## config.mk

```make
export PLATFORM = sky130hd
export DESIGN_NAME = rar_fifo
export DESIGN_NICKNAME = d
export VERILOG_FILES = /design/src/rtl/rar_pkg.sv /design/src/rtl/rar_fifo.sv
export SDC_FILE = /design/constraint.sdc
export NUM_CORES = 1
export LEC_CHECK = 0
export BUFFER_PORTS_ARGS = -buffer_cell sky130_fd_sc_hd__buf_2
export CORE_ASPECT_RATIO = 1.5
export CORE_MARGIN = 2
export CORE_UTILIZATION = 25
export CTS_CLUSTER_DIAMETER = 40
export DETAILED_ROUTE_END_ITERATION = 10
export GPL_ROUTABILITY_DRIVEN = 0
export PLACE_DENSITY_LB_ADDON = 0.08
export SYNTH_ARGS = -nofsm -noshare
export SYNTH_HDL_FRONTEND = slang
export SYNTH_SLANG_ARGS = --single-unit
```

## constraint.sdc

```tcl
create_clock -name i_clk -period 14.32 [get_ports i_clk]
set_input_delay 0.716 -clock i_clk [delete_from_list [all_inputs] [get_ports i_clk]]
set_output_delay 0.716 -clock i_clk [all_outputs]
set_load 0.01 [all_outputs]
```

## src/rtl/rar_pkg.sv

```systemverilog
`default_nettype none
package rar_pkg;

    localparam int WIDTH = 32;        // operand width, 8..32
    localparam int PW    = 2 * WIDTH; // exact width of products and sums
    localparam int CW    = $clog2(PW);

    localparam logic       OP_REDUCE = 1'b0;
    localparam logic       OP_ADD    = 1'b1;

    localparam logic [1:0] ST_OK       = 2'd0;
    localparam logic [1:0] ST_ZERO_DEN = 2'd1;
    localparam logic [1:0] ST_OVERFLOW = 2'd2;

    typedef struct packed {
        logic             neg;
        logic [WIDTH-1:0] mag;
    } t_sm;

    // one job handed from the front to the back
    typedef struct packed {
        logic          zden;
        logic          neg;
        logic [PW-1:0] nmag;
        logic [PW-1:0] dmag;
    } t_job;

    // low WIDTH bits as a signed value, split into sign and magnitude
    function automatic t_sm split_value(input logic [31:0] raw);
        logic [WIDTH-1:0] v;
        t_sm              r;
        v     = raw[WIDTH-1:0];
        r.neg = v[WIDTH-1];
        r.mag = v[WIDTH-1] ? (~v + 1'b1) : v;
        return r;
    endfunction

endpackage
`default_nettype wire

```

## src/rtl/rar_fifo.sv

```systemverilog
`default_nettype none
module rar_fifo import rar_pkg::*; (
    input  wire logic i_clk,
    input  wire logic i_rst_n,
    input  wire logic i_push,
    input  t_job      i_job,
    output logic      o_full,
    input  wire logic i_pop,
    output t_job      o_job,
    output logic      o_empty
);

    t_job       r_mem [2];
    logic       r_wr, r_rd;
    logic [1:0] r_cnt;

    assign o_full  = (r_cnt == 2'd2);
    assign o_empty = (r_cnt == 2'd0);
    assign o_job   = r_mem[r_rd];

    always_ff @(posedge i_clk) begin
        if (i_push) r_mem[r_wr] <= i_job;
    end

    always_ff @(posedge i_clk) begin
        if (!i_rst_n) begin
            r_wr  <= 1'b0;
            r_rd  <= 1'b0;
            r_cnt <= 2'd0;
        end else begin
            if (i_push) r_wr <= ~r_wr;
            if (i_pop)  r_rd <= ~r_rd;
            r_cnt <= r_cnt + 2'(i_push) - 2'(i_pop);
        end
    end

endmodule
`default_nettype wire

```

==> results.tsv <==
metric	value	unit
status	finished, final reports clean	
Adder-Cell Fraction of Synth Area	0.00260	
# Max-Cap Violations	0	
postcts setup bufs	0	
clock root cell	clkbuf_16	
Reg clk slew, reported paths	60	ps
register area share after synthesis	0.821	
complex-gate fraction of the synthesized area	0.000779	
Critical Path Fanout Max	68	
Yosys reg bits	265	
CTS H-tree lvls	2	
Top Ports	266	
DRT iter0 DRCs	158	
Area Growth Syn to Fin	32.5	%
Max Root-Sink Buffers	3	
fin cells	1243	
Worst-Skew Late Latency	510	ps
RSZ-0062 raised after global routing	false	
Core Area	0.0382	mm^2
setup tns final	0	ps
largest net degree at the start of global routing	73	
first-pass GRT wire length	32.5	mm
Worst Setup End Kind	output port	
Via Count	4977	
clock sinks	265	
Worst VDD drop	90.4	uV
most frequent cells in the layout	265 x buf_2, 260 x edfxtp_1, 130 x mux2_2	
mapped cell area	0.00963	mm^2
Worst-Margin Slew	1120	ps
CTS tree	built	
Die ar.	0.0401	mm^2
Fill cells	3715	
Overflow after GRT	0	
layout cells sized above 1	0.621	
initial antenna violation count	6	
post-CTS resize count	0	
yosys warns	0	
gr usage total	0.109	
Worst Setup Start Kind	flop	
Cell Pwr Density	157	mW/mm^2
cells after synthesis	425	
fin crit share	0.256	
Worst EP arrival	2940	ps
Nets	855	
hold_buf cts	0	
Worst EP required	13600	ps
main combinational cell family by area after synthesis	multiplexers	
most common cell after layout, fill and taps aside	buf_2	
post-synthesis mux area share	0.152	
DR DRC count	0	
Num CTS Buffers	37	
FMAX	273	MHz
Initial Util	0.252	
leak pwr	4.72	nW
Setup CP Type	reg -> out	
max-slew violation count	0	
Clock Skews	12.9	ps
Unique masters post-synth	14	
slew margin rel.	0.256	
Post-Route WL	22.4	mm
final core occ	0.334	
First-pass DRT Iterations	4	
Final ANT Viol Nets	0	
Wirelength per Cell	18.0	um
placed cells	1175	
Post-Syn Nets	561	
die width	164	um
Synth Area in XOR/XNOR	0.00325	
Final Hold Fails	0	
post-synthesis simple-gate area fraction	0.00559	
row count	88	
port buffer count	265	
syn_area_per_cell	22.7	um^2
HP Class	in -> reg	
Avg Vias per Cell	4.00	
vias in the first global route	5623	
Post-DP HPWL	14.9	mm
setup violators final	0	
minimum clock period	3660	ps
Die Y	244	um
==> sequential cells by signal (all words and copies together) (netlist names), named ones only <==
| register | count |
|---|---|
| r_rd | 1 |
| r_cnt | 2 |
| r_wr | 1 |
| r_mem | 260 |
==> power breakdown <==
| group | switching [mW] | internal, mW | leakage, nW | total (mW) |
|---|---|---|---|---|
| clock | 0.345 | 0.576 | 0.612 | 0.921 |
| combinational | 0.0868 | 0.0819 | 1.62 | 0.169 |
| sequential | 0.0178 | 0.898 | 2.48 | 0.916 |
==> cell usage after synthesis (all sizes together) <==
library cell	count	share of area
xnor3	1	0.0023
nor2	1	0.00039
mux2	130	0.15
buf	14	0.014
xor2	1	0.00091
nor2b	4	0.0026
dfxtp	5	0.010
and2	4	0.0026
edfxtp	260	0.81
ha	2	0.0026
inv	2	0.00078
o21a	1	0.00078
==> path summary, 6_finish.rpt <==
path              startpoint           end  slack (ps)  cells after the start
setup / recovery        flop     o_job[55]       10660                      3
hold / removal     i_job[66]  r_mem[1][66]         380                      1
setup reg to reg        r_wr  r_mem[1][16]       11720                      2
hold reg to reg         r_rd          flop         570                      2
==> metrics by stage <==
step,total power [mW],area (um^2),hold slack [ps],setup slack [ps]
3_5_place_dp,1.11,11500,560,11060
3_3_place_gp,1.10,11500,556,11090
6_report,2.01,12800,382,10660
2_1_floorplan,1.03,9630,555,7300
5_1_grt,2.09,12800,353,10430
4_1_cts,2.05,12800,341,10490
==> final cells by class <==
| class | count | area, um^2 | area share |
|---|---|---|---|
| flip-flops and latches | 265 | 7910 | 0.620 |
| clock inverters | 24 | 283 | 0.0222 |
| diodes | 3 | 7.51 | 0.000588 |
| inverters | 2 | 7.51 | 0.000588 |
| clock buffers | 41 | 983 | 0.0771 |
| repair buffers | 269 | 1360 | 0.106 |
| well taps | 495 | 619 | 0.0485 |
| multi-input cells | 144 | 1590 | 0.125 |
==> cells by family after synthesis <==
kind of cell	after synthesis
fa+ha+maj	2
compound gates	1
flops	265
buf+inv	16
simple gates	9
mux	130
xor+xnor	2
==> worst max-delay path: stages (launching register included) <==
cell	delay, ps
dfxtp_4	940
buf_4	750
mux2_2	440
buf_2	150
==> metal layers <==
layer | GRT usage | routed length (um)
met5 | 0 | 44
met4 | 0.0570 | 847
met3 | 0.0334 | 1510
met2 | 0.212 | 12800
met1 | 0.0991 | 7230
Power figures use the tool's default switching activity.
