## config.mk

```make
export PLATFORM = sky130hd
export DESIGN_NAME = rar_back
export DESIGN_NICKNAME = d
export VERILOG_FILES = /design/src/rtl/rar_pkg.sv /design/src/rtl/rar_back.sv
export SDC_FILE = /design/constraint.sdc
export NUM_CORES = 2
export LEC_CHECK = 0
export ABC_AREA = 1
export BUFFER_PORTS_ARGS = -buffer_cell sky130_fd_sc_hd__buf_2
export CAP_MARGIN = 5
export CORE_UTILIZATION = 43
export CTS_BUF_LIST = sky130_fd_sc_hd__clkbuf_4
export DETAILED_ROUTE_END_ITERATION = 10
export PLACE_DENSITY_LB_ADDON = 0.3
export SLEW_MARGIN = 25
export SYNTH_ARGS = -nofsm -noshare
export SYNTH_HDL_FRONTEND = slang
export SYNTH_SLANG_ARGS = --single-unit
```

## constraint.sdc

```tcl
create_clock -name i_clk -period 14.5 [get_ports i_clk]
set_clock_uncertainty 0.15 [all_clocks]
set_input_delay 2.9 -clock i_clk [delete_from_list [all_inputs] [get_ports i_clk]]
set_output_delay 2.9 -clock i_clk [all_outputs]
set_load 0.02 [all_outputs]
```

## src/rtl/rar_pkg.sv

```systemverilog
`default_nettype none
package rar_pkg;

    localparam int WIDTH = 32;        // operand width, 8..32
    localparam int PW    = 2 * WIDTH; // exact width of products and sums
    localparam int CW    = $clog2(PW);

    localparam logic       OP_REDUCE = 1'b0;
    localparam logic       OP_ADD    = 1'b1;

    localparam logic [1:0] ST_OK       = 2'd0;
    localparam logic [1:0] ST_ZERO_DEN = 2'd1;
    localparam logic [1:0] ST_OVERFLOW = 2'd2;

    typedef struct packed {
        logic             neg;
        logic [WIDTH-1:0] mag;
    } t_sm;

    // one job handed from the front to the back
    typedef struct packed {
        logic          zden;
        logic          neg;
        logic [PW-1:0] nmag;
        logic [PW-1:0] dmag;
    } t_job;

    // low WIDTH bits as a signed value, split into sign and magnitude
    function automatic t_sm split_value(input logic [31:0] raw);
        logic [WIDTH-1:0] v;
        t_sm              r;
        v     = raw[WIDTH-1:0];
        r.neg = v[WIDTH-1];
        r.mag = v[WIDTH-1] ? (~v + 1'b1) : v;
        return r;
    endfunction

endpackage
`default_nettype wire

```

## src/rtl/rar_back.sv

```systemverilog
`default_nettype none
module rar_back import rar_pkg::*; (
    input  wire logic        i_clk,
    input  wire logic        i_rst_n,
    input  t_job             i_job,
    input  wire logic        i_empty,
    output logic             o_pop,
    output logic             o_m_tvalid,
    input  wire logic        i_m_tready,
    output logic [63:0]      o_m_tdata,
    output logic [1:0]       o_m_tuser
);

    typedef enum logic [3:0] {
        S_IDLE = 4'b0001,
        S_GCD  = 4'b0010,
        S_DIV  = 4'b0100,
        S_OUT  = 4'b1000
    } t_state;

    t_state r_state, n_state;

    logic [PW-1:0] r_a, r_b, r_g, r_n, r_d, r_nrem, r_drem;
    logic [CW-1:0] r_k, r_cnt;
    logic          r_neg;
    logic [1:0]    r_st;

    logic          r_out_valid;
    logic [31:0]   r_res_num;
    logic [30:0]   r_res_den;
    logic [1:0]    r_status;

    logic [PW:0]      ns, ds;
    logic             nge, dge;
    logic [PW-1:0]    limit;
    logic             ovf, out_free;
    logic [WIDTH-1:0] nw;

    assign o_pop    = (r_state == S_IDLE) && !i_empty;
    assign out_free = !r_out_valid || i_m_tready;

    // one restoring step per cycle for both quotients, same divisor
    assign ns  = {r_nrem, r_n[PW-1]};
    assign ds  = {r_drem, r_d[PW-1]};
    assign nge = ns >= {1'b0, r_g};
    assign dge = ds >= {1'b0, r_g};

    assign limit = PW'(1) << (WIDTH - 1);
    assign ovf   = (r_d > limit - 1'b1) || (r_n > limit) || (r_n == limit && !r_neg);
    assign nw    = r_neg ? (~r_n[WIDTH-1:0] + 1'b1) : r_n[WIDTH-1:0];

    always_comb begin
        n_state = r_state;
        unique case (r_state)
            S_IDLE: begin
                if (!i_empty) begin
                    if (i_job.zden || i_job.nmag == '0) n_state = S_OUT;
                    else n_state = S_GCD;
                end
            end
            S_GCD:  if (r_a == '0) n_state = S_DIV;
            S_DIV:  if (r_cnt == CW'(PW - 1)) n_state = S_OUT;
            S_OUT:  if (out_free) n_state = S_IDLE;
            default: n_state = S_IDLE;
        endcase
    end

    always_ff @(posedge i_clk) begin
        if (!i_rst_n) begin
            r_state     <= S_IDLE;
            r_out_valid <= 1'b0;
        end else begin
            r_state <= n_state;
            if (r_state == S_OUT && out_free) r_out_valid <= 1'b1;
            else if (i_m_tready)              r_out_valid <= 1'b0;
        end
    end

    always_ff @(posedge i_clk) begin
        unique case (r_state)
            S_IDLE: begin
                r_a   <= i_job.nmag;
                r_b   <= i_job.dmag;
                r_neg <= i_job.neg;
                r_k   <= '0;
                r_st  <= i_job.zden ? ST_ZERO_DEN : ST_OK;
                if (!i_job.zden && i_job.nmag == '0) begin
                    r_n <= '0;
                    r_d <= PW'(1);
                end else begin
                    r_n <= i_job.nmag;
                    r_d <= i_job.dmag;
                end
            end
            S_GCD: begin
                // binary gcd; the common power of two is kept in r_k
                if (r_a == '0) begin
                    r_g    <= r_b << r_k;
                    r_nrem <= '0;
                    r_drem <= '0;
                    r_cnt  <= '0;
                end else if (!r_a[0] && !r_b[0]) begin
                    r_a <= r_a >> 1;
                    r_b <= r_b >> 1;
                    r_k <= r_k + 1'b1;
                end else if (!r_a[0]) begin
                    r_a <= r_a >> 1;
                end else if (!r_b[0]) begin
                    r_b <= r_b >> 1;
                end else if (r_a >= r_b) begin
                    r_a <= (r_a - r_b) >> 1;
                end else begin
                    r_b <= (r_b - r_a) >> 1;
                end
            end
            S_DIV: begin
                r_nrem <= nge ? PW'(ns - {1'b0, r_g}) : PW'(ns);
                r_drem <= dge ? PW'(ds - {1'b0, r_g}) : PW'(ds);
                r_n    <= {r_n[PW-2:0], nge};
                r_d    <= {r_d[PW-2:0], dge};
                r_cnt  <= r_cnt + 1'b1;
            end
            S_OUT: begin
                if (out_free) begin
                    if (r_st != ST_OK) begin
                        r_res_num <= '0;
                        r_res_den <= '0;
                        r_status  <= r_st;
                    end else if (ovf) begin
                        r_res_num <= '0;
                        r_res_den <= '0;
                        r_status  <= ST_OVERFLOW;
                    end else begin
                        r_res_num <= 32'($signed(nw));
                        r_res_den <= 31'(r_d);
                        r_status  <= ST_OK;
                    end
                end
            end
            default: ;
        endcase
    end

    assign o_m_tvalid = r_out_valid;
    assign o_m_tdata  = {1'b0, r_res_den, r_res_num};
    assign o_m_tuser  = r_status;

    a_ok_den: assert property (@(posedge i_clk) disable iff (!i_rst_n)
        (r_out_valid && r_status == ST_OK) |-> (r_res_den != '0))
        else $error("ok result with zero denominator");

    a_err_zero: assert property (@(posedge i_clk) disable iff (!i_rst_n)
        (r_out_valid && r_status != ST_OK) |-> (r_res_num == '0 && r_res_den == '0))
        else $error("error result carries data");

    a_div_g: assert property (@(posedge i_clk) disable iff (!i_rst_n)
        (r_state == S_DIV) |-> (r_g != '0))
        else $error("division by zero gcd");

endmodule
`default_nettype wire

```

==> summary.md <==
| Metric | Value |
|---|---|
| Status | `complete, no violations` |
| First-pass iteration count of the detailed router | `8` |
| Launch point of the worst path | `i_empty` |
| Pwr dens | `235 mW/mm²` |
| All-Layer GR Usage | `36.0%` |
| Worst slew pin tran | `1.23 ns` |
| Tmin final | `6.33 ns` |
| Crit Path Category | `in -> out` |
| Mean Syn Cell Area | `6.27 µm²` |
| Gate count after technology mapping | `8143` |
| Setup Viol. Count Final | `0` |
| R2r setup slk | `9.88 ns` |
| Post-CTS setup buffers | `0` |
| Final WL | `222000 µm` |
| Type of origin of the critical path | `input port` |
| First-pass GRT wire length | `320000 µm` |
| Routability cong. | `1.08` |
| Min-Delay Startpoint | `r_n[34]` |
| RSZ-0062 raised after global routing | `no` |
| CTS tree | `yes` |
| Worst reg2reg path depth | `14` |
| Vias | `54100` |
| WHS Endpoint | `r_n[35]` |
| Clock share of power | `11.9%` |
| Worst hold path class | `reg -> reg` |
| Ys flop type | `edfxtp_1` |
| Most frequent cells in the layout | `nand2_1 (2921), inv_1 (1292), nor2_1 (1029)` |
| Fmax | `0.158 GHz` |
| # hold bufs at CTS | `0` |
| TritonCTS Sinks | `532` |
| Maximum fanout along the worst path | `3` |
| Sw Pwr | `0.00758 W` |
| Clk root buf | `clkbuf_4` |
| Placed Area | `0.0531 mm²` |
| Die area | `0.120 mm²` |
| Hold Slack | `0.406 ns` |
| CTS buffer count | `161` |
| Worst EP required | `11.45 ns` |
| Overflow after GRT | `0` |
| Post-cts sizing count | `0` |
| Part of the power in registers | `22.2%` |
| Clk_lat worst skew | `1.23 ns` |
| Final slew viol count | `0` |
| Ports | `202` |
| Final Cycle Share | `43.7%` |
| Share of cells above drive strength 1 | `7.63%` |
| Die height | `347 µm` |
| Slew headroom | `17.3%` |
| Worst reg2reg endpoint | `r_a[6]` |
| Final count of hold timing violations | `0` |
| Clock buffer depth | `3` |
| Yosys reg bits | `532` |
| Pleak | `28.3 nW` |
| Synth area leaders | `edfxtp_1 (31%), nand2_1 (21%), inv_1 (9.5%), nor2_1 (7.6%), ha_1 (6.4%)` |
| Fin util | `46.8%` |
| Max_cap viols | `0` |
| Post-Syn Area | `0.0511 mm²` |
| Origin of the critical flop-to-flop path | `r_a[50]` |
| Yosys synthesis warning count | `0` |
| Internal power | `0.00538 W` |
| Largest net degree at the start of global routing | `159` |
| Post-route cell area | `0.0552 mm²` |
| DR WL/cell | `22.3 µm` |
| Peak supply drop | `149 µV` |
| Number of port buffers | `200` |
| Post-route setup TNS | `0 ns` |
| Post-synth EDFFs | `527` |
| Via-to-Cell Ratio | `5.43` |
| Initial antenna violation count | `19` |
| CP endpoint kind | `output port` |
| Min-Delay Path Depth | `2` |
| Clock H-tree levels | `4` |
| Initial Util | `43.3%` |
| Post-synth cell types | `54` |
| Vias in the first global route | `49900` |
| Detail Route Antenna Nets | `0` |
| DR iter-0 viols | `6266` |
| Cell taking the most area after synthesis | `edfxtp_1` |
| CP arrival | `3.28 ns` |
| Core region area | `0.118 mm²` |
| Worst-path clk slew | `0.06 ns` |
| Final nets | `8685` |
| # DRC | `0` |
| Async SR Flop Fraction | `0%` |
| Syn nets | `8542` |
| Post-synth top area share | `31.0%` |
| Die W | `347 µm` |
| Switch share | `58.5%` |
| Power share of the combinational group | `65.9%` |
| Most common cell after layout, fill and taps aside | `nand2_1` |
| Cell Rows | `126` |
| Hpwl dp | `179000 µm` |
| Syn-to-layout area delta | `8.11%` |
| Seq/Total Area, Yosys | `31.2%` |
synthesized netlist by cell type (all sizes together) (2+ instances only):
library cell / number
nand3b: 112
edfxtp: 527
buf: 112
a21oi: 407
nor3b: 2
and2: 8
nor2: 1067
o31ai: 3
or2: 32
nor3: 64
o21bai: 22
ha: 261
o211ai: 18
inv: 1331
clkinv: 4
nand2: 2946
mux2i: 46
xnor2: 19
nand3: 344
dfxtp: 5
nor4: 46
a21o: 2
clkbuf: 144
xor2: 145
nand4: 81
o21ai: 384
fa: 4
how the worst max path moves through the flow:
stage	endpoint	slack [ns]	cells after the start
floorplan	r_cnt[0]	2.82	6
global placement	o_pop	8.15	3
detailed placement	o_pop	8.17	3
CTS	o_pop	8.17	3
global route	o_pop	8.14	3
finish	o_pop	8.17	3
worst max-delay path, stage by stage:
cell and delay [ns]:
buf_2 0.11, nor2_1 0.09, buf_2 0.19
per-stage QoR:
step / total power [W] / std cells / setup WS, ns
floorplan: 0.00817 / 8143 / 2.82
global route: 0.0137 / 9950 / 8.14
CTS: 0.0127 / 9938 / 8.17
global placement: 0.0111 / 9659 / 8.15
finish: 0.0130 / 9956 / 8.17
detailed placement: 0.0111 / 9659 / 8.17
metal layers:
layer / track usage (%) / vias to the layer above / share of wire [%]
li1: - / 25900 / -
met1: 44.7 / 24900 / 39
met2: 57.7 / 2748 / 45
met3: 7.31 / 555 / 9.5
met4: 21.1 / 14 / 6.5
met5: 0 / - / 0.043
cell families after synthesis:
family | count (synthesis) | synth area share (%)
and+or+nand+nor | 4703 | 37.8
buffers and inverters | 1591 | 12.2
AOI/OAI and AO/OA | 841 | 8.53
DFF | 532 | 31.2
adders and majority gates | 265 | 6.55
xor gates and xnor gates | 164 | 2.81
muxes | 46 | 0.902
other | 1 | 0.00735
sequential cells by signal (all words and copies together) (netlist names), 6 cells and up:
name / flops
r_cnt: 6
r_n: 64
r_g: 64
r_res_num: 32
r_res_den: 31
r_a: 64
r_d: 64
r_b: 64
r_k: 6
r_nrem: 64
r_drem: 64
power by group through the flow:
stage	Clock [W]	Sequential, W	Combinational, W
after global placement	0	0.00287	0.00820
after CTS	0.00157	0.00285	0.00826
after floorplan	0	0.00278	0.00539
after global routing	0.00163	0.00291	0.00918
final	0.00154	0.00287	0.00855
after detailed placement	0	0.00288	0.00822
layout make-up:
class | count | area (µm²)
fill | 12700 | 62700
clock buffer | 220 | 1650
sequential | 532 | 15900
timing repair buffer | 236 | 1310
clock inverter | 59 | 359
inverter | 1335 | 5030
tap | 1536 | 1920
multi-input combinational | 6020 | 29000
antenna | 18 | 45.0
Power figures use the tool's default switching activity.
